**src/rtl/core/ipk_pkg.sv**
```systemverilog
// shared types, constants and the dot length table for the iambic paddle keyer
package ipk_pkg;

    localparam int DOT_W     = 8;
    localparam int DASH_W    = 12;
    localparam int SPEED_W   = 6;
    localparam int WEIGHT_W  = 8;
    localparam int MODE_W    = 2;
    localparam int CFG_IDX_W = 3;
    localparam int CFG_DAT_W = 8;

    // register indexes on the configuration port
    localparam logic [CFG_IDX_W-1:0] CFG_SPEED   = 3'd0;
    localparam logic [CFG_IDX_W-1:0] CFG_WEIGHT  = 3'd1;
    localparam logic [CFG_IDX_W-1:0] CFG_MODE    = 3'd2;
    localparam logic [CFG_IDX_W-1:0] CFG_SWAPPED = 3'd3;
    localparam logic [CFG_IDX_W-1:0] CFG_SPACING = 3'd4;

    // keyer modes
    localparam logic [MODE_W-1:0] MODE_STRAIGHT = 2'd0;
    localparam logic [MODE_W-1:0] MODE_IAMBIC_A = 2'd1;
    localparam logic [MODE_W-1:0] MODE_IAMBIC_B = 2'd2;

    // speed limits and reset values
    localparam logic [SPEED_W-1:0]  SPEED_MIN     = 6'd5;
    localparam logic [SPEED_W-1:0]  SPEED_MIN_SET = 6'd6;
    localparam logic [SPEED_W-1:0]  SPEED_MAX     = 6'd60;
    localparam logic [SPEED_W-1:0]  SPEED_RESET   = 6'd18;
    localparam logic [WEIGHT_W-1:0] WEIGHT_RESET  = 8'd50;
    localparam logic [DOT_W-1:0]    DOT_RESET     = 8'd66;
    localparam logic [DASH_W-1:0]   DASH_RESET    = 12'd198;

    // x/50 as (x * DIV50_MUL) >> DIV50_SHIFT, exact for x below 2^18
    localparam int PROD_W      = 18;
    localparam int DIV50_SHIFT = 24;
    localparam int DIV50_W     = 19;
    localparam logic [DIV50_W-1:0] DIV50_MUL = 19'd335545;

    typedef enum logic [3:0] {
        PH_CHECK     = 4'd0,
        PH_PREDOT    = 4'd1,
        PH_PREDASH   = 4'd2,
        PH_SENDDOT   = 4'd3,
        PH_SENDDASH  = 4'd4,
        PH_DOTGAP    = 4'd5,
        PH_DASHGAP   = 4'd6,
        PH_DOTHELD   = 4'd7,
        PH_DASHHELD  = 4'd8,
        PH_LETTERGAP = 4'd9
    } phase_t;

    typedef struct packed {
        logic [MODE_W-1:0] mode;
        logic              swapped;
        logic              spacing;
    } keyer_cfg_t;

    typedef struct packed {
        logic [DOT_W-1:0]  dot;
        logic [DASH_W-1:0] dash;
    } lengths_t;

    // 1200 / speed, speed clamped to 5..60
    function automatic logic [DOT_W-1:0] dot_of_speed(input logic [SPEED_W-1:0] speed);
        logic [DOT_W-1:0] d;
        d = 8'd20;
        if (speed <= SPEED_MIN)
        begin
            d = 8'd240;
        end
        else
        begin
            case (speed)
                6'd6:  d = 8'd200;
                6'd7:  d = 8'd171;
                6'd8:  d = 8'd150;
                6'd9:  d = 8'd133;
                6'd10: d = 8'd120;
                6'd11: d = 8'd109;
                6'd12: d = 8'd100;
                6'd13: d = 8'd92;
                6'd14: d = 8'd85;
                6'd15: d = 8'd80;
                6'd16: d = 8'd75;
                6'd17: d = 8'd70;
                6'd18: d = 8'd66;
                6'd19: d = 8'd63;
                6'd20: d = 8'd60;
                6'd21: d = 8'd57;
                6'd22: d = 8'd54;
                6'd23: d = 8'd52;
                6'd24: d = 8'd50;
                6'd25: d = 8'd48;
                6'd26: d = 8'd46;
                6'd27: d = 8'd44;
                6'd28: d = 8'd42;
                6'd29: d = 8'd41;
                6'd30: d = 8'd40;
                6'd31: d = 8'd38;
                6'd32: d = 8'd37;
                6'd33: d = 8'd36;
                6'd34: d = 8'd35;
                6'd35: d = 8'd34;
                6'd36: d = 8'd33;
                6'd37: d = 8'd32;
                6'd38: d = 8'd31;
                6'd39: d = 8'd30;
                6'd40: d = 8'd30;
                6'd41: d = 8'd29;
                6'd42: d = 8'd28;
                6'd43: d = 8'd27;
                6'd44: d = 8'd27;
                6'd45: d = 8'd26;
                6'd46: d = 8'd26;
                6'd47: d = 8'd25;
                6'd48: d = 8'd25;
                6'd49: d = 8'd24;
                6'd50: d = 8'd24;
                6'd51: d = 8'd23;
                6'd52: d = 8'd23;
                6'd53: d = 8'd22;
                6'd54: d = 8'd22;
                6'd55: d = 8'd21;
                6'd56: d = 8'd21;
                6'd57: d = 8'd21;
                default: d = 8'd20;
            endcase
        end
        return d;
    endfunction

endpackage

```
**src/rtl/core/ipk_len_calc.sv**
```systemverilog
// configuration registers and the dot and dash length pipeline
module ipk_len_calc
(
    input  logic                           clk,
    input  logic                           rst_n,
    input  logic                           cfg_we,
    input  logic [ipk_pkg::CFG_IDX_W-1:0]  cfg_index,
    input  logic [ipk_pkg::CFG_DAT_W-1:0]  cfg_wdata,
    output ipk_pkg::keyer_cfg_t            cfg,
    output ipk_pkg::lengths_t              lengths,
    output logic                           busy
);
    import ipk_pkg::*;

    logic [SPEED_W-1:0]  speed_reg, speed_next;
    logic [WEIGHT_W-1:0] weight_reg;
    keyer_cfg_t          cfg_reg;
    logic [DOT_W-1:0]    dot_reg;
    logic [PROD_W-1:0]   prod_reg;
    logic [DASH_W-1:0]   dash_reg;
    logic [1:0]          busy_reg;
    logic                wr_valid;
    logic [PROD_W+DIV50_W-1:0] quot_full;

    // writes beyond the register list are dropped
    assign wr_valid = cfg_we && (cfg_index <= CFG_SPACING);

    always_comb
    begin
        speed_next = cfg_wdata[SPEED_W-1:0];
        if (speed_next == SPEED_MIN)
        begin
            speed_next = SPEED_MIN_SET;
        end
        else if (speed_next < SPEED_MIN)
        begin
            speed_next = SPEED_MIN;
        end
        else if (speed_next > SPEED_MAX)
        begin
            speed_next = SPEED_MAX;
        end
    end

    assign quot_full = prod_reg * DIV50_MUL;

    always_ff @(posedge clk or negedge rst_n)
    begin
        if (!rst_n)
        begin
            speed_reg       <= SPEED_RESET;
            weight_reg      <= WEIGHT_RESET;
            cfg_reg.mode    <= MODE_IAMBIC_B;
            cfg_reg.swapped <= 1'b1;
            cfg_reg.spacing <= 1'b0;
            dot_reg         <= DOT_RESET;
            prod_reg        <= '0;
            dash_reg        <= DASH_RESET;
            busy_reg        <= '0;
        end
        else
        begin
            if (cfg_we)
            begin
                unique case (cfg_index)
                    CFG_SPEED:   speed_reg       <= speed_next;
                    CFG_WEIGHT:  weight_reg      <= cfg_wdata;
                    CFG_MODE:    cfg_reg.mode    <= cfg_wdata[MODE_W-1:0];
                    CFG_SWAPPED: cfg_reg.swapped <= cfg_wdata[0];
                    CFG_SPACING: cfg_reg.spacing <= cfg_wdata[0];
                    default:     ;
                endcase
            end
            // three steps: table, times 3*weight, divide by 50
            dot_reg  <= dot_of_speed(speed_reg);
            prod_reg <= PROD_W'({2'b00, dot_reg} + {1'b0, dot_reg, 1'b0})
                        * PROD_W'(weight_reg);
            dash_reg <= quot_full[DIV50_SHIFT +: DASH_W];
            if (wr_valid)
            begin
                busy_reg <= 2'd3;
            end
            else if (busy_reg != 2'd0)
            begin
                busy_reg <= busy_reg - 2'd1;
            end
        end
    end

    assign cfg          = cfg_reg;
    assign lengths.dot  = dot_reg;
    assign lengths.dash = dash_reg;
    assign busy         = wr_valid || (busy_reg != 2'd0);

endmodule

```
**src/rtl/core/ipk_fsm.sv**
```systemverilog
// keyer state machine: straight key and iambic A/B sequencing, one tick per step
module ipk_fsm
#(
    parameter int COUNT_WIDTH = 12
)
(
    input  logic                clk,
    input  logic                rst_n,
    input  logic                step,
    input  logic                left_closed,
    input  logic                right_closed,
    input  ipk_pkg::keyer_cfg_t cfg,
    input  ipk_pkg::lengths_t   lengths,
    output logic                key_down,
    output logic                transmit_active
);
    import ipk_pkg::*;

    phase_t                 phase_reg, phase_next;
    logic [COUNT_WIDTH-1:0] tick_reg, tick_next;
    logic                   dot_pend_reg, dot_pend_next;
    logic                   dash_pend_reg, dash_pend_next;
    logic                   key_reg, key_next;
    logic                   relay_reg, relay_next;

    logic                   dot_in, dash_in;
    logic                   finish;
    logic                   dot_done, dash_done, letter_done;

    always_ff @(posedge clk or negedge rst_n)
    begin
        if (!rst_n)
        begin
            phase_reg     <= PH_CHECK;
            tick_reg      <= '0;
            dot_pend_reg  <= 1'b0;
            dash_pend_reg <= 1'b0;
            key_reg       <= 1'b0;
            relay_reg     <= 1'b0;
        end
        else if (step)
        begin
            phase_reg     <= phase_next;
            tick_reg      <= tick_next;
            dot_pend_reg  <= dot_pend_next;
            dash_pend_reg <= dash_pend_next;
            key_reg       <= key_next;
            relay_reg     <= relay_next;
        end
    end

    assign dot_in  = cfg.swapped ? right_closed : left_closed;
    assign dash_in = cfg.swapped ? left_closed : right_closed;

    assign dot_done    = tick_reg >= COUNT_WIDTH'(lengths.dot);
    assign dash_done   = tick_reg >= COUNT_WIDTH'(lengths.dash);
    assign letter_done = tick_reg >= COUNT_WIDTH'({lengths.dot, 1'b0});

    always_comb
    begin
        phase_next     = phase_reg;
        tick_next      = tick_reg;
        dot_pend_next  = dot_pend_reg;
        dash_pend_next = dash_pend_reg;
        key_next       = key_reg;
        relay_next     = relay_reg;
        finish         = 1'b0;

        if (cfg.mode == MODE_STRAIGHT)
        begin
            // abandons any iambic run in progress
            phase_next = PH_CHECK;
            tick_next  = '0;
            if (left_closed || right_closed)
            begin
                if (!key_next)
                begin
                    key_next   = 1'b1;
                    relay_next = 1'b1;
                end
            end
            else
            begin
                key_next   = 1'b0;
                relay_next = 1'b0;
            end
        end
        else
        begin
            unique case (phase_reg)
                PH_CHECK:
                begin
                    if (dot_in)
                    begin
                        phase_next = PH_PREDOT;
                    end
                    else if (dash_in)
                    begin
                        phase_next = PH_PREDASH;
                    end
                    else
                    begin
                        if (key_next)
                        begin
                            key_next   = 1'b0;
                            relay_next = 1'b1;
                        end
                        finish = 1'b1;
                    end
                end
                PH_PREDOT:
                begin
                    dot_pend_next  = 1'b0;
                    dash_pend_next = 1'b0;
                    phase_next     = PH_SENDDOT;
                end
                PH_PREDASH:
                begin
                    dot_pend_next  = 1'b0;
                    dash_pend_next = 1'b0;
                    phase_next     = PH_SENDDASH;
                end
                PH_SENDDOT:
                begin
                    if (!key_next)
                    begin
                        key_next   = 1'b1;
                        relay_next = 1'b1;
                    end
                    if (dot_done)
                    begin
                        tick_next  = '0;
                        key_next   = 1'b0;
                        relay_next = 1'b1;
                        phase_next = PH_DOTGAP;
                    end
                    else
                    begin
                        tick_next = tick_reg + 1'b1;
                    end
                    if (cfg.mode == MODE_IAMBIC_A)
                    begin
                        if (!dot_in && !dash_in)
                        begin
                            dash_pend_next = 1'b0;
                        end
                        else if (dash_in)
                        begin
                            dash_pend_next = 1'b1;
                        end
                    end
                    else if (cfg.mode == MODE_IAMBIC_B && dash_in)
                    begin
                        dash_pend_next = 1'b1;
                    end
                end
                PH_SENDDASH:
                begin
                    if (!key_next)
                    begin
                        key_next   = 1'b1;
                        relay_next = 1'b1;
                    end
                    if (dash_done)
                    begin
                        tick_next  = '0;
                        key_next   = 1'b0;
                        relay_next = 1'b1;
                        phase_next = PH_DASHGAP;
                    end
                    else
                    begin
                        tick_next = tick_reg + 1'b1;
                    end
                    if (cfg.mode == MODE_IAMBIC_A)
                    begin
                        if (!dot_in && !dash_in)
                        begin
                            dot_pend_next = 1'b0;
                        end
                        else if (dot_in)
                        begin
                            dot_pend_next = 1'b1;
                        end
                    end
                    else if (cfg.mode == MODE_IAMBIC_B && dot_in)
                    begin
                        dot_pend_next = 1'b1;
                    end
                end
                PH_DOTGAP:
                begin
                    if (dot_done)
                    begin
                        tick_next  = '0;
                        phase_next = dash_pend_reg ? PH_PREDASH : PH_DOTHELD;
                    end
                    else
                    begin
                        tick_next = tick_reg + 1'b1;
                    end
                    if (dash_in)
                    begin
                        dash_pend_next = 1'b1;
                    end
                end
                PH_DASHGAP:
                begin
                    if (dot_done)
                    begin
                        tick_next  = '0;
                        phase_next = dot_pend_reg ? PH_PREDOT : PH_DASHHELD;
                    end
                    else
                    begin
                        tick_next = tick_reg + 1'b1;
                    end
                    if (dot_in)
                    begin
                        dot_pend_next = 1'b1;
                    end
                end
                PH_DOTHELD, PH_DASHHELD:
                begin
                    // the paddle of the last element wins, then dot before dash
                    priority if (phase_reg == PH_DOTHELD && dot_in)
                    begin
                        phase_next = PH_PREDOT;
                    end
                    else if (phase_reg == PH_DASHHELD && dash_in)
                    begin
                        phase_next = PH_PREDASH;
                    end
                    else if (dot_in)
                    begin
                        phase_next = PH_PREDOT;
                    end
                    else if (dash_in)
                    begin
                        phase_next = PH_PREDASH;
                    end
                    else if (cfg.spacing)
                    begin
                        dot_pend_next  = 1'b0;
                        dash_pend_next = 1'b0;
                        phase_next     = PH_LETTERGAP;
                    end
                    else
                    begin
                        finish = 1'b1;
                    end
                end
                PH_LETTERGAP:
                begin
                    if (letter_done)
                    begin
                        tick_next = '0;
                        if (dot_pend_reg)
                        begin
                            phase_next = PH_PREDOT;
                        end
                        else if (dash_pend_reg)
                        begin
                            phase_next = PH_PREDASH;
                        end
                        else
                        begin
                            finish = 1'b1;
                        end
                    end
                    else
                    begin
                        tick_next = tick_reg + 1'b1;
                    end
                    if (dot_in)
                    begin
                        dot_pend_next = 1'b1;
                    end
                    if (dash_in)
                    begin
                        dash_pend_next = 1'b1;
                    end
                end
                default:
                begin
                    finish = 1'b1;
                end
            endcase

            if (finish)
            begin
                relay_next = 1'b0;
                phase_next = PH_CHECK;
            end
        end
    end

    assign key_down        = key_next;
    assign transmit_active = relay_next;

endmodule

```
**src/rtl/core/ipk_out_buf.sv**
```systemverilog
// two-entry result buffer, its registered full flag keeps result back-pressure off the request path
module ipk_out_buf
#(
    parameter int DATA_W = 8
)
(
    input  logic              clk,
    input  logic              rst_n,
    input  logic              push,
    input  logic [DATA_W-1:0] push_data,
    output logic              full,
    output logic              out_valid,
    input  logic              out_ready,
    output logic [DATA_W-1:0] out_data
);
    logic              head_valid_reg;
    logic              skid_valid_reg;
    logic [DATA_W-1:0] head_data_reg;
    logic [DATA_W-1:0] skid_data_reg;
    logic              pop;

    assign pop = head_valid_reg && out_ready;

    always_ff @(posedge clk or negedge rst_n)
    begin
        if (!rst_n)
        begin
            head_valid_reg <= 1'b0;
            skid_valid_reg <= 1'b0;
        end
        else
        begin
            if (pop)
            begin
                if (skid_valid_reg)
                begin
                    skid_valid_reg <= 1'b0;
                end
                else
                begin
                    head_valid_reg <= push;
                end
            end
            else if (push)
            begin
                if (!head_valid_reg)
                begin
                    head_valid_reg <= 1'b1;
                end
                else
                begin
                    skid_valid_reg <= 1'b1;
                end
            end
        end
    end

    // payload only, no reset
    always_ff @(posedge clk)
    begin
        if (pop)
        begin
            head_data_reg <= skid_valid_reg ? skid_data_reg : push_data;
        end
        else if (push && !head_valid_reg)
        begin
            head_data_reg <= push_data;
        end
        if (push && head_valid_reg && !pop)
        begin
            skid_data_reg <= push_data;
        end
    end

    assign full      = skid_valid_reg;
    assign out_valid = head_valid_reg;
    assign out_data  = head_data_reg;

endmodule

```
**src/rtl/core/iambic_paddle_keyer.sv**
```systemverilog
// top level of the iambic paddle keyer: input register, keyer state machine, result buffer
// throughput: one request per cycle while the buffer is not full, one result per request;
// set by the single keyer step, which moves each request from the input register to the buffer
// a configuration write holds off requests while the lengths are rebuilt
// reset: asynchronous, active low; keyer idle with key and relay released, registers at
// speed 18, weight 50, mode B, paddles swapped, no letter spacing
module iambic_paddle_keyer
#(
    parameter int COUNT_WIDTH = 12
)
(
    input  logic                          clk,
    input  logic                          rst_n,
    // request side
    input  logic                          s_tvalid,
    output logic                          s_tready,
    input  logic [7:0]                    s_tdata,   // [0] left_closed, [1] right_closed
    // result side
    output logic                          m_tvalid,
    input  logic                          m_tready,
    output logic [7:0]                    m_tdata,   // [0] key_down, [1] transmit_active
    // configuration writes
    input  logic                          cfg_we,
    input  logic [ipk_pkg::CFG_IDX_W-1:0] cfg_index,
    input  logic [ipk_pkg::CFG_DAT_W-1:0] cfg_wdata
);
    import ipk_pkg::*;

    localparam int RES_W = 2;

    keyer_cfg_t       cfg;
    lengths_t         lengths;
    logic             busy;

    // input register
    logic             in_valid_reg;
    logic             left_reg;
    logic             right_reg;

    logic             step;
    logic             buf_full;
    logic             key_down;
    logic             transmit_active;
    logic [RES_W-1:0] res_data;
    logic             accept;

    ipk_len_calc u_len_calc
    (
        .clk       (clk),
        .rst_n     (rst_n),
        .cfg_we    (cfg_we),
        .cfg_index (cfg_index),
        .cfg_wdata (cfg_wdata),
        .cfg       (cfg),
        .lengths   (lengths),
        .busy      (busy)
    );

    // take a request whenever the input register empties this cycle or is empty;
    // no requests while the lengths are being rebuilt
    assign step     = in_valid_reg && !buf_full;
    assign s_tready = !busy && (!in_valid_reg || !buf_full);
    assign accept   = s_tvalid && s_tready;

    always_ff @(posedge clk or negedge rst_n)
    begin
        if (!rst_n)
        begin
            in_valid_reg <= 1'b0;
        end
        else if (accept)
        begin
            in_valid_reg <= 1'b1;
        end
        else if (step)
        begin
            in_valid_reg <= 1'b0;
        end
    end

    always_ff @(posedge clk)
    begin
        if (accept)
        begin
            left_reg  <= s_tdata[0];
            right_reg <= s_tdata[1];
        end
    end

    // one keyer tick per request
    ipk_fsm #(
        .COUNT_WIDTH (COUNT_WIDTH)
    ) u_fsm
    (
        .clk             (clk),
        .rst_n           (rst_n),
        .step            (step),
        .left_closed     (left_reg),
        .right_closed    (right_reg),
        .cfg             (cfg),
        .lengths         (lengths),
        .key_down        (key_down),
        .transmit_active (transmit_active)
    );

    assign res_data = {transmit_active, key_down};

    logic [RES_W-1:0] out_data;

    ipk_out_buf #(
        .DATA_W (RES_W)
    ) u_out_buf
    (
        .clk       (clk),
        .rst_n     (rst_n),
        .push      (step),
        .push_data (res_data),
        .full      (buf_full),
        .out_valid (m_tvalid),
        .out_ready (m_tready),
        .out_data  (out_data)
    );

    assign m_tdata = {6'b0, out_data};

endmodule
```
**config.mk**
```make
export PLATFORM = sky130hd
export DESIGN_NAME = iambic_paddle_keyer
export DESIGN_NICKNAME = d
export VERILOG_FILES = /design/src/rtl/core/ipk_pkg.sv /design/src/rtl/core/ipk_len_calc.sv /design/src/rtl/core/ipk_fsm.sv /design/src/rtl/core/ipk_out_buf.sv /design/src/rtl/core/iambic_paddle_keyer.sv
export SDC_FILE = /design/constraint.sdc
export NUM_CORES = 1
export LEC_CHECK = 0
export BUFFER_PORTS_ARGS = -buffer_cell sky130_fd_sc_hd__buf_2
export CORE_ASPECT_RATIO = 1.75
export CORE_MARGIN = 4
export CORE_UTILIZATION = 40
export CTS_BUF_LIST = sky130_fd_sc_hd__clkbuf_4
export DETAILED_ROUTE_END_ITERATION = 8
export GPL_TIMING_DRIVEN = 0
export HOLD_SLACK_MARGIN = 0.06
export RECOVER_POWER = 50
export SYNTH_ARGS = -nofsm -noshare
export SYNTH_HDL_FRONTEND = slang
export SYNTH_SLANG_ARGS = --single-unit
```
**constraint.sdc**
```tcl
create_clock -name clk -period 11.4 [get_ports clk]
set_input_delay 1.71 -clock clk [delete_from_list [all_inputs] [get_ports clk]]
set_output_delay 1.71 -clock clk [all_outputs]
set_load 0.01 [all_outputs]
```
==> results.md, run 1 <==
* Result of the run: complete, but fails checks
* Violations in the final reports: capacitance limit, slew limit
* Buffers inserted during post-CTS setup optimization at 0
* Data arrival time at the worst-slack endpoint at about 7.2 ns
* Setup slack on the worst flop-to-flop path at between 4 and 5 ns
* Initial standard-cell utilization of the core at between 40% and 50%
* Avg Vias per Cell at 5.19
* Wire length per cell at 16.1 um
* Number of distinct standard cells referenced by the synthesized netlist at a little over 70
* Unrepaired setup endpoints after global routing: no
* Number of antenna violations at the first check in global routing at 1
* Final weighted congestion of routability-driven global placement at between 0.8 and 0.9
* Sink of the worst hold path: u_len_calc.weight_reg[0]$_DFFE_PN0P_
* Die Span Y at 250 um
* Fraction of final layout cells with drive strength greater than 1 at slightly below 6%
* Count of final setup violators at 0
* Netlist Area Pre-Place at 0.0134 mm^2
* Num CTS Buffers at 9
* Net count, final at about 1,900
* Layout area overhead at 5.91%
* Count of port buffers added during placement at 20
* Reg-to-Reg Start: u_len_calc.prod_reg[16]$_DFF_PN0_
* Startpoint types: flop
* DR iter-0 viols at roughly 330
* Total routed wirelength at around 30 mm
* Maximum number of buffers from clock root to sink at 2
* Synth area leaders: fa_1, ha_1, dfrtp_1
* Finished Core Util at between 40% and 50%
* Required time at the endpoint of the critical path at 11.84 ns
* Min-Delay Path Depth at 1
* DR pass1 iterations at 5
* Part of the cycle the worst path needs at 59.2%
* TritonCTS clock tree: done
* Chip width at approximately 150 um
* Ys async rst share at 93.1%
* Type of the worst setup path: flop to flop
* Number of top-level design ports at 34
* Top flip-flop cell by instance count after synthesis: dfrtp_1
* Leftover overflow at the end of global routing at 0
* Relative slew slack at -63.3%
* Min-delay src: u_len_calc.weight_reg[0]$_DFFE_PN0P_
* Antenna violation net count after detailed routing at 0
* Highest achievable clock rate at approximately 150 MHz
* Die outline area at 0.0366 mm^2
* Worst-margin pin slew at between 2 and 2.5 ns
* Wire length of the first global-routing pass at 51.7 mm
* Number of slew-limit violations in the final report at 84
* Clock root buffer: clkbuf_4
* Largest net degree at the start of global routing at 47
* Yosys Warn Count at 0
* Crit end category: flop
* H-tree Lvls at 3
* Via count of the first global-routing pass at roughly 11,000
* Post-synth top area share at roughly 25%
* Flip-flop count of the largest register after layout at 18
* Time the final worst path needs with I/O delays and setup at ~6.8 ns
* GRT Resource Usage Total at around 17%
* Gate count of the mapped netlist at between 1,000 and 1,500
* Maximum fanout count along the critical path at 8
* Capture point of the worst reg-to-reg path: u_len_calc.dash_reg[10]$_DFF_PN0_
* Post-route worst hold slack at between 0.5 and 0.6 ns
* Insertion delay of the later-clocked pin in the worst-skew pair at 0.51 ns
* Clock slew at reported path FFs at 0.16 ns
* Sequential share of the synthesized area at between 10% and 20%
* Total of cells resized after clock tree synthesis at 0
* Vias after detailed routing at 9,668
* Placement Cell Area at 0.0141 mm^2
* Number of synthesized flops with an enable pin at 6
* Final hold viol count at 0
* Standard-cell rows at 88
* Path type of the worst min-delay path: flop to flop
* Yosys top cell by area: fa_1
* Final design instance area without fill at between 0.01 and 0.015 mm^2
* Max-capacitance violation count at 2
* Worst reg-to-reg path cell count at 20
* Final HPWL from detailed placement at between 20 and 30 mm
* Standard cell core area at 0.0330 mm^2
* Post-route clock skew at ~0.025 ns
* Average cell area after synthesis at 9.47 um^2
* FF+latch count, synth at 87
* Clock net sink count at between 80 and 90
* Top cells by count, synth: inv_1, ha_1, fa_1
* TNS Setup at 0 ns
* Residual DRC count at 0
* Most repeated cell in the gate-level netlist after synthesis: inv_1
* Hold buffer count at cts at 0
[worst max-delay path by stage]
stage	startpoint	endpoint	slack [ns]
final	u_len_calc.prod_reg[16]$_DFF_PN0_	u_len_calc.dash_reg[10]$_DFF_PN0_	4.65
after global routing	u_len_calc.prod_reg[16]$_DFF_PN0_	u_len_calc.dash_reg[8]$_DFF_PN0_	4.31
after CTS	u_len_calc.prod_reg[16]$_DFF_PN0_	u_len_calc.dash_reg[10]$_DFF_PN0_	4.47
after detailed placement	u_len_calc.prod_reg[16]$_DFF_PN0_	u_len_calc.dash_reg[10]$_DFF_PN0_	4.49
after global placement	u_len_calc.prod_reg[16]$_DFF_PN0_	u_len_calc.dash_reg[8]$_DFF_PN0_	4.54
after floorplan	u_len_calc.prod_reg[16]$_DFF_PN0_	u_len_calc.dash_reg[8]$_DFF_PN0_	5.69
[cells by family after synthesis]
kind of cell	synth area share [%]
other	0.0280
buffers and inverters	9.94
multiplexers	2.05
adder cells (fa/ha/maj)	46.4
AND/OR/NAND/NOR	12.0
XOR/XNOR	2.29
AO/OA/AOI/OAI	10.7
flip-flops	16.6
[cells in the final DEF, fill, tap and decap left out, drive strengths merged, types with 4 or more instances in the layout]
master / n
nand3: 15
and2: 54
a21boi: 7
o22ai: 6
nor3: 21
a221oi: 5
and3: 13
o211ai: 11
or3: 6
nor2: 64
nand2: 61
a22oi: 4
fa: 165
xnor2: 22
conb: 6
nand4: 8
nor2b: 34
clkinv: 5
o21ai: 50
ha: 233
a2111oi: 4
o31ai: 4
clkbuf: 34
mux2i: 5
a31oi: 9
dfstp: 13
buf: 29
nand2b: 18
inv: 315
mux2: 18
a21o: 22
dfrtp: 68
a22o: 8
a21oi: 50
edfxtp: 6
o21a: 9
xor2: 13
[critical path, stage by stage (launching register included)]
cell and delay, ns:
dfrtp_1 0.57, fa_1 0.66, inv_1 0.08, fa_1 0.54, inv_1 0.05, fa_1 0.50
fa_1 0.52, fa_1 0.55, inv_1 0.06, fa_1 0.53, inv_1 0.04, ha_1 0.26
and4_1 0.29, nand4_1 0.22, nor4_1 0.83, nor4b_2 0.17, o21ai_1 0.29, a21oi_1 0.14
nand2b_1 0.15, a21oi_2 0.08, xnor2_1 0.16
[metal layers]
layer  track usage, %  up-vias  wire [um]
met2             36.2      167      17900
met3             1.41       84        556
li1                 -     4661          -
met1             16.3     4756      10100
met4             9.15        0       1550
met5                0        -          0
[metrics by stage]
step	std cells	setup WS, ns
after floorplan	1421	5.69
after detailed placement	1847	4.49
after CTS	1863	4.47
final	1864	4.65
after global routing	1864	4.31
after global placement	1846	4.54
[layout make-up]
type | instances | area [um^2]
clock buffers | 9 | 67.6
diodes | 1 | 2.50
flip-flops and latches | 87 | 2220
well taps | 405 | 507
repair buffers | 21 | 100
clock inverters | 7 | 96.3
plain buffers | 33 | 151
inverters | 315 | 1180
fillers | 3283 | 18800
multi-input cells | 986 | 9870
Power of run 1 is not shown: default switching activity piles up to over one toggle a cycle in this logic, so the estimate is an artifact.
==> run 2, diff against run 1 <==
--- a/config.mk
+++ b/config.mk
@@ -5,6 +5,7 @@
 export SDC_FILE = /design/constraint.sdc
 export NUM_CORES = 1
 export LEC_CHECK = 0
+export ABC_AREA = 1
 export BUFFER_PORTS_ARGS = -buffer_cell sky130_fd_sc_hd__buf_2
 export CORE_ASPECT_RATIO = 1.75
 export CORE_MARGIN = 4
==> constraint.sdc (replaced) <==
create_clock -name clk -period 6.9 [get_ports clk]
set_input_delay 1.035 -clock clk [delete_from_list [all_inputs] [get_ports clk]]
set_output_delay 1.035 -clock clk [all_outputs]
set_load 0.01 [all_outputs]
==> run 2 against run 1 <==
Against the previous run:
- sequential share of layout area fell by 0.74 points
- utilization rose by 0.13 points
- critical endpoint is now u_len_calc.prod_reg[16]$_DFF_PN0_
- the run still ends with capacitance limit, slew limit left
- largest cell class unchanged
- flip-flop and latch count did not move
- die area rose by 4.7%
- global-route usage rose by 1.2 points
==> results.md, run 2 <==
* Result of the run: complete, but fails checks (unchanged)
* Violations in the final reports: capacitance limit, slew limit (unchanged)
* FF+latch count, synth at 87 (unchanged)
* Type of the worst setup path: flop to flop (unchanged)
* Post-route clock skew at 0.0264 ns (was 0.0251 ns)
* Filler Cell Count at 3,576 (was 3,283)
* Count of final setup violators at 0 (unchanged)
* Placement Cell Area at 0.0148 mm^2 (was 0.0141 mm^2)
* Final design instance area without fill at 0.0149 mm^2 (was 0.0142 mm^2)
* Unrepaired setup endpoints after global routing: no (unchanged)
* Required time at the endpoint of the critical path at 7.28 ns (was 11.84 ns)
* Total of cells resized after clock tree synthesis at 0 (unchanged)
* Clock net sink count at 87 (unchanged)
* Worst-margin pin slew at 2.51 ns (was 2.45 ns)
* Highest achievable clock rate at 162 MHz (was 148 MHz)
* Net count, final at 2,197 (was 1,875)
* Antenna violation net count after detailed routing at 0 (unchanged)
* Flip-flop and latch area at 0.00222 mm^2 (unchanged)
* Cell chain of the critical path: ha_1 > inv_1 > fa_1 > o21ai_0 > nand2_1 > nand2_1 > a21oi_1 > xnor2_1 > nor2_1 > fa_1 > fa_1 > fa_1 > inv_1 > fa_1 > inv_1 > ha_1 > a21oi_1 > o21a_1 > nand3_1 > a21oi_1 > o21ai_0 > xor2_1 (was fa_1 > inv_1 > fa_1 > inv_1 > fa_1 > fa_1 > fa_1 > inv_1 > fa_1 > inv_1 > ha_1 > and4_1 > nand4_1 > nor4_1 > nor4b_2 > o21ai_1 > a21oi_1 > nand2b_1 > a21oi_2 > xnor2_1)
* Largest net degree at the start of global routing at 48 (was 47)
* TNS Setup at 0 ns (unchanged)
* Via count of the first global-routing pass at 11,800 (was 10,800)
* Leftover overflow at the end of global routing at 0 (unchanged)
* Yosys Warn Count at 0 (unchanged)
* Critical-path top delay cell: xnor2_1 (was nor4_1)
* Post-synth top area share at 23.5% (was 24.6%)
* Initial standard-cell utilization of the core at 40.7% (was 40.6%)
* Buffers inserted during post-CTS setup optimization at 0 (unchanged)
* Crit end category: flop (unchanged)
* Final HPWL from detailed placement at 30.3 mm (was 26.4 mm)
* Number of synthesized flops with an enable pin at 6 (unchanged)
* H-tree Lvls at 3 (unchanged)
* GRT Resource Usage Total at 18.6% (was 17.4%)
* Clock slew at reported path FFs at 0.15 ns (was 0.16 ns)
* Wire length of the first global-routing pass at 56.4 mm (was 51.7 mm)
* Top cells by count, synth: inv_1, nand2_1, ha_1 (was inv_1, ha_1, fa_1)
* Most frequent cells in the layout: inv_1, nand2_1, ha_1 (was inv_1, ha_1, fa_1)
* Standard cell core area at 0.0346 mm^2 (was 0.0330 mm^2)
* Hold buffer count at cts at 0 (unchanged)
* Max stage delay on crit path at 0.75 ns (was 0.83 ns)
* Time the final worst path needs with I/O delays and setup at 6.17 ns (was 6.75 ns)
* Number of antenna violations at the first check in global routing at 1 (unchanged)
* Layout area overhead at 6.01% (was 5.91%)
* TritonCTS clock tree: done (unchanged)
* Insertion delay of the later-clocked pin in the worst-skew pair at 0.51 ns (about the same)
* Die Span Y at 256 um (was 250 um)
* Residual DRC count at 0 (unchanged)
* Number of top-level design ports at 34 (unchanged)
* Top flip-flop cell by instance count after synthesis: dfrtp_1 (unchanged)
* Wire length per cell at 15.1 um (was 16.1 um)
* Average cell area after synthesis at 8.10 um^2 (was 9.47 um^2)
* Flip-flop count of the largest register after layout at 18 (unchanged)
* Count of port buffers added during placement at 21 (was 20)
* Max-capacitance violation count at 2 (unchanged)
* Num CTS Buffers at 9 (unchanged)
* Path type of the worst min-delay path: flop to flop (unchanged)
* Standard-cell rows at 90 (was 88)
* Most used cell, CP: fa_1 (unchanged)
* Avg Vias per Cell at 4.89 (was 5.19)
* Gate count of the mapped netlist at 1,737 (was 1,416)
* Number of distinct standard cells referenced by the synthesized netlist at 56 (was 72)
* Netlist Area Pre-Place at 0.0141 mm^2 (was 0.0134 mm^2)
* Maximum fanout count along the critical path at 8 (unchanged)
* Relative slew slack at -67.1% (was -63.3%)
* Area taken by multi-input logic gates at 0.0101 mm^2 (was 0.00987 mm^2)
* Total routed wirelength at 33.8 mm (was 30.0 mm)
* Worst slack, placed at 0.757 ns (was 4.49 ns)
* Startpoint types: flop (unchanged)
* Final weighted congestion of routability-driven global placement at 0.934 (was 0.895)
* Most repeated cell in the gate-level netlist after synthesis: inv_1 (unchanged)
* Fraction of final layout cells with drive strength greater than 1 at 5.79% (was 5.97%)
* Part of the cycle the worst path needs at 89.4% (was 59.2%)
* Post-layout instance count excluding filler cells at 2,241 (was 1,864)
* Vias after detailed routing at 11,000 (was 9,668)
* Ys async rst share at 93.1% (unchanged)
* Final hold viol count at 0 (unchanged)
* Number of slew-limit violations in the final report at 84 (unchanged)
* Die outline area at 0.0383 mm^2 (was 0.0366 mm^2)
* Data arrival time at the worst-slack endpoint at 6.54 ns (was 7.19 ns)
* Yosys top cell by area: fa_1 (unchanged)
* Synth area leaders: fa_1, ha_1, dfrtp_1 (unchanged)
* Sequential share of the synthesized area at 15.8% (was 16.6%)
* DR pass1 iterations at 4 (was 5)
* Chip width at 150 um (was 146 um)
* Number of instances in the placed design at 2,224 (was 1,847)
* DR iter-0 viols at 319 (was 332)
* Maximum number of buffers from clock root to sink at 2 (unchanged)
* Final setup margin at 0.735 ns (was 4.65 ns)
* Most frequent standard cell in the layout excluding fill and tap cells: inv_1 (unchanged)
* Clock root buffer: clkbuf_4 (unchanged)
[run 2: path summary, 6_finish.rpt]
| check | from | end | slack (ns) | cells after the start |
|---|---|---|---|---|
| worst min register to register | u_len_calc.cfg[1]$_DFFE_PN1P_ | u_len_calc.cfg[1]$_DFFE_PN1P_ | 0.52 | 2 |
| worst max register to register | u_len_calc.dot_reg[1]$_DFF_PN1_ | u_len_calc.prod_reg[16]$_DFF_PN0_ | 0.73 | 22 |
| max in group asynchronous | rst_n | u_len_calc.prod_reg[17]$_DFF_PN0_ | 2.74 | 2 |
| worst max-delay path | u_len_calc.dot_reg[1]$_DFF_PN1_ | u_len_calc.prod_reg[16]$_DFF_PN0_ | 0.73 | 22 |
| worst min-delay path | u_len_calc.cfg[1]$_DFFE_PN1P_ | u_len_calc.cfg[1]$_DFFE_PN1P_ | 0.52 | 2 |
| min in group asynchronous | rst_n | u_out_buf.full$_DFFE_PN0P_ | 1.00 | 1 |
[run 2: cells by family after synthesis]
family / synth area share [%]
flops: 15.8
simple gates: 17.1
fa+ha+maj: 44.2
compound gates: 8.25
other cells: 0.0267
xor+xnor: 2.12
buf+inv: 12.5
[run 2: final cells by class]
cell class	instances	area share, %
multi-input combinational	1198	67.8
sequential	87	14.9
inverter	440	11.1
tap	460	3.86
timing repair buffer	22	0.705
buffer	17	0.663
clock buffer	10	0.503
clock inverter	6	0.461
antenna	1	0.0168
[run 2: metal layers]
layer / global-route usage, % / vias to the layer above / part of all wire, %
met2: 37.3 / 167 / 57
li1: - / 5472 / -
met4: 11.4 / 0 / 6.7
met5: 0 / - / 0
met3: 1.52 / 94 / 1.4
met1: 17.4 / 5220 / 35
[run 2: worst max-delay path, delay by kind of cell (launching register included)]
family	cells	cell delay [ns]
compound gates	6	0.88
xor+xnor	2	0.90
fa+ha+maj	7	3.06
buf+inv	3	0.15
flops	1	0.57
simple gates	4	0.49
[run 2: stage by stage]
step                      utilization, %  hold WS, ns
after detailed placement            42.8        0.501
final                               43.1        0.520
after floorplan                        -        0.471
after CTS                           43.2        0.410
after global routing                43.1        0.559
after global placement              42.7        0.497
Power of run 2 is left out for the same reason.
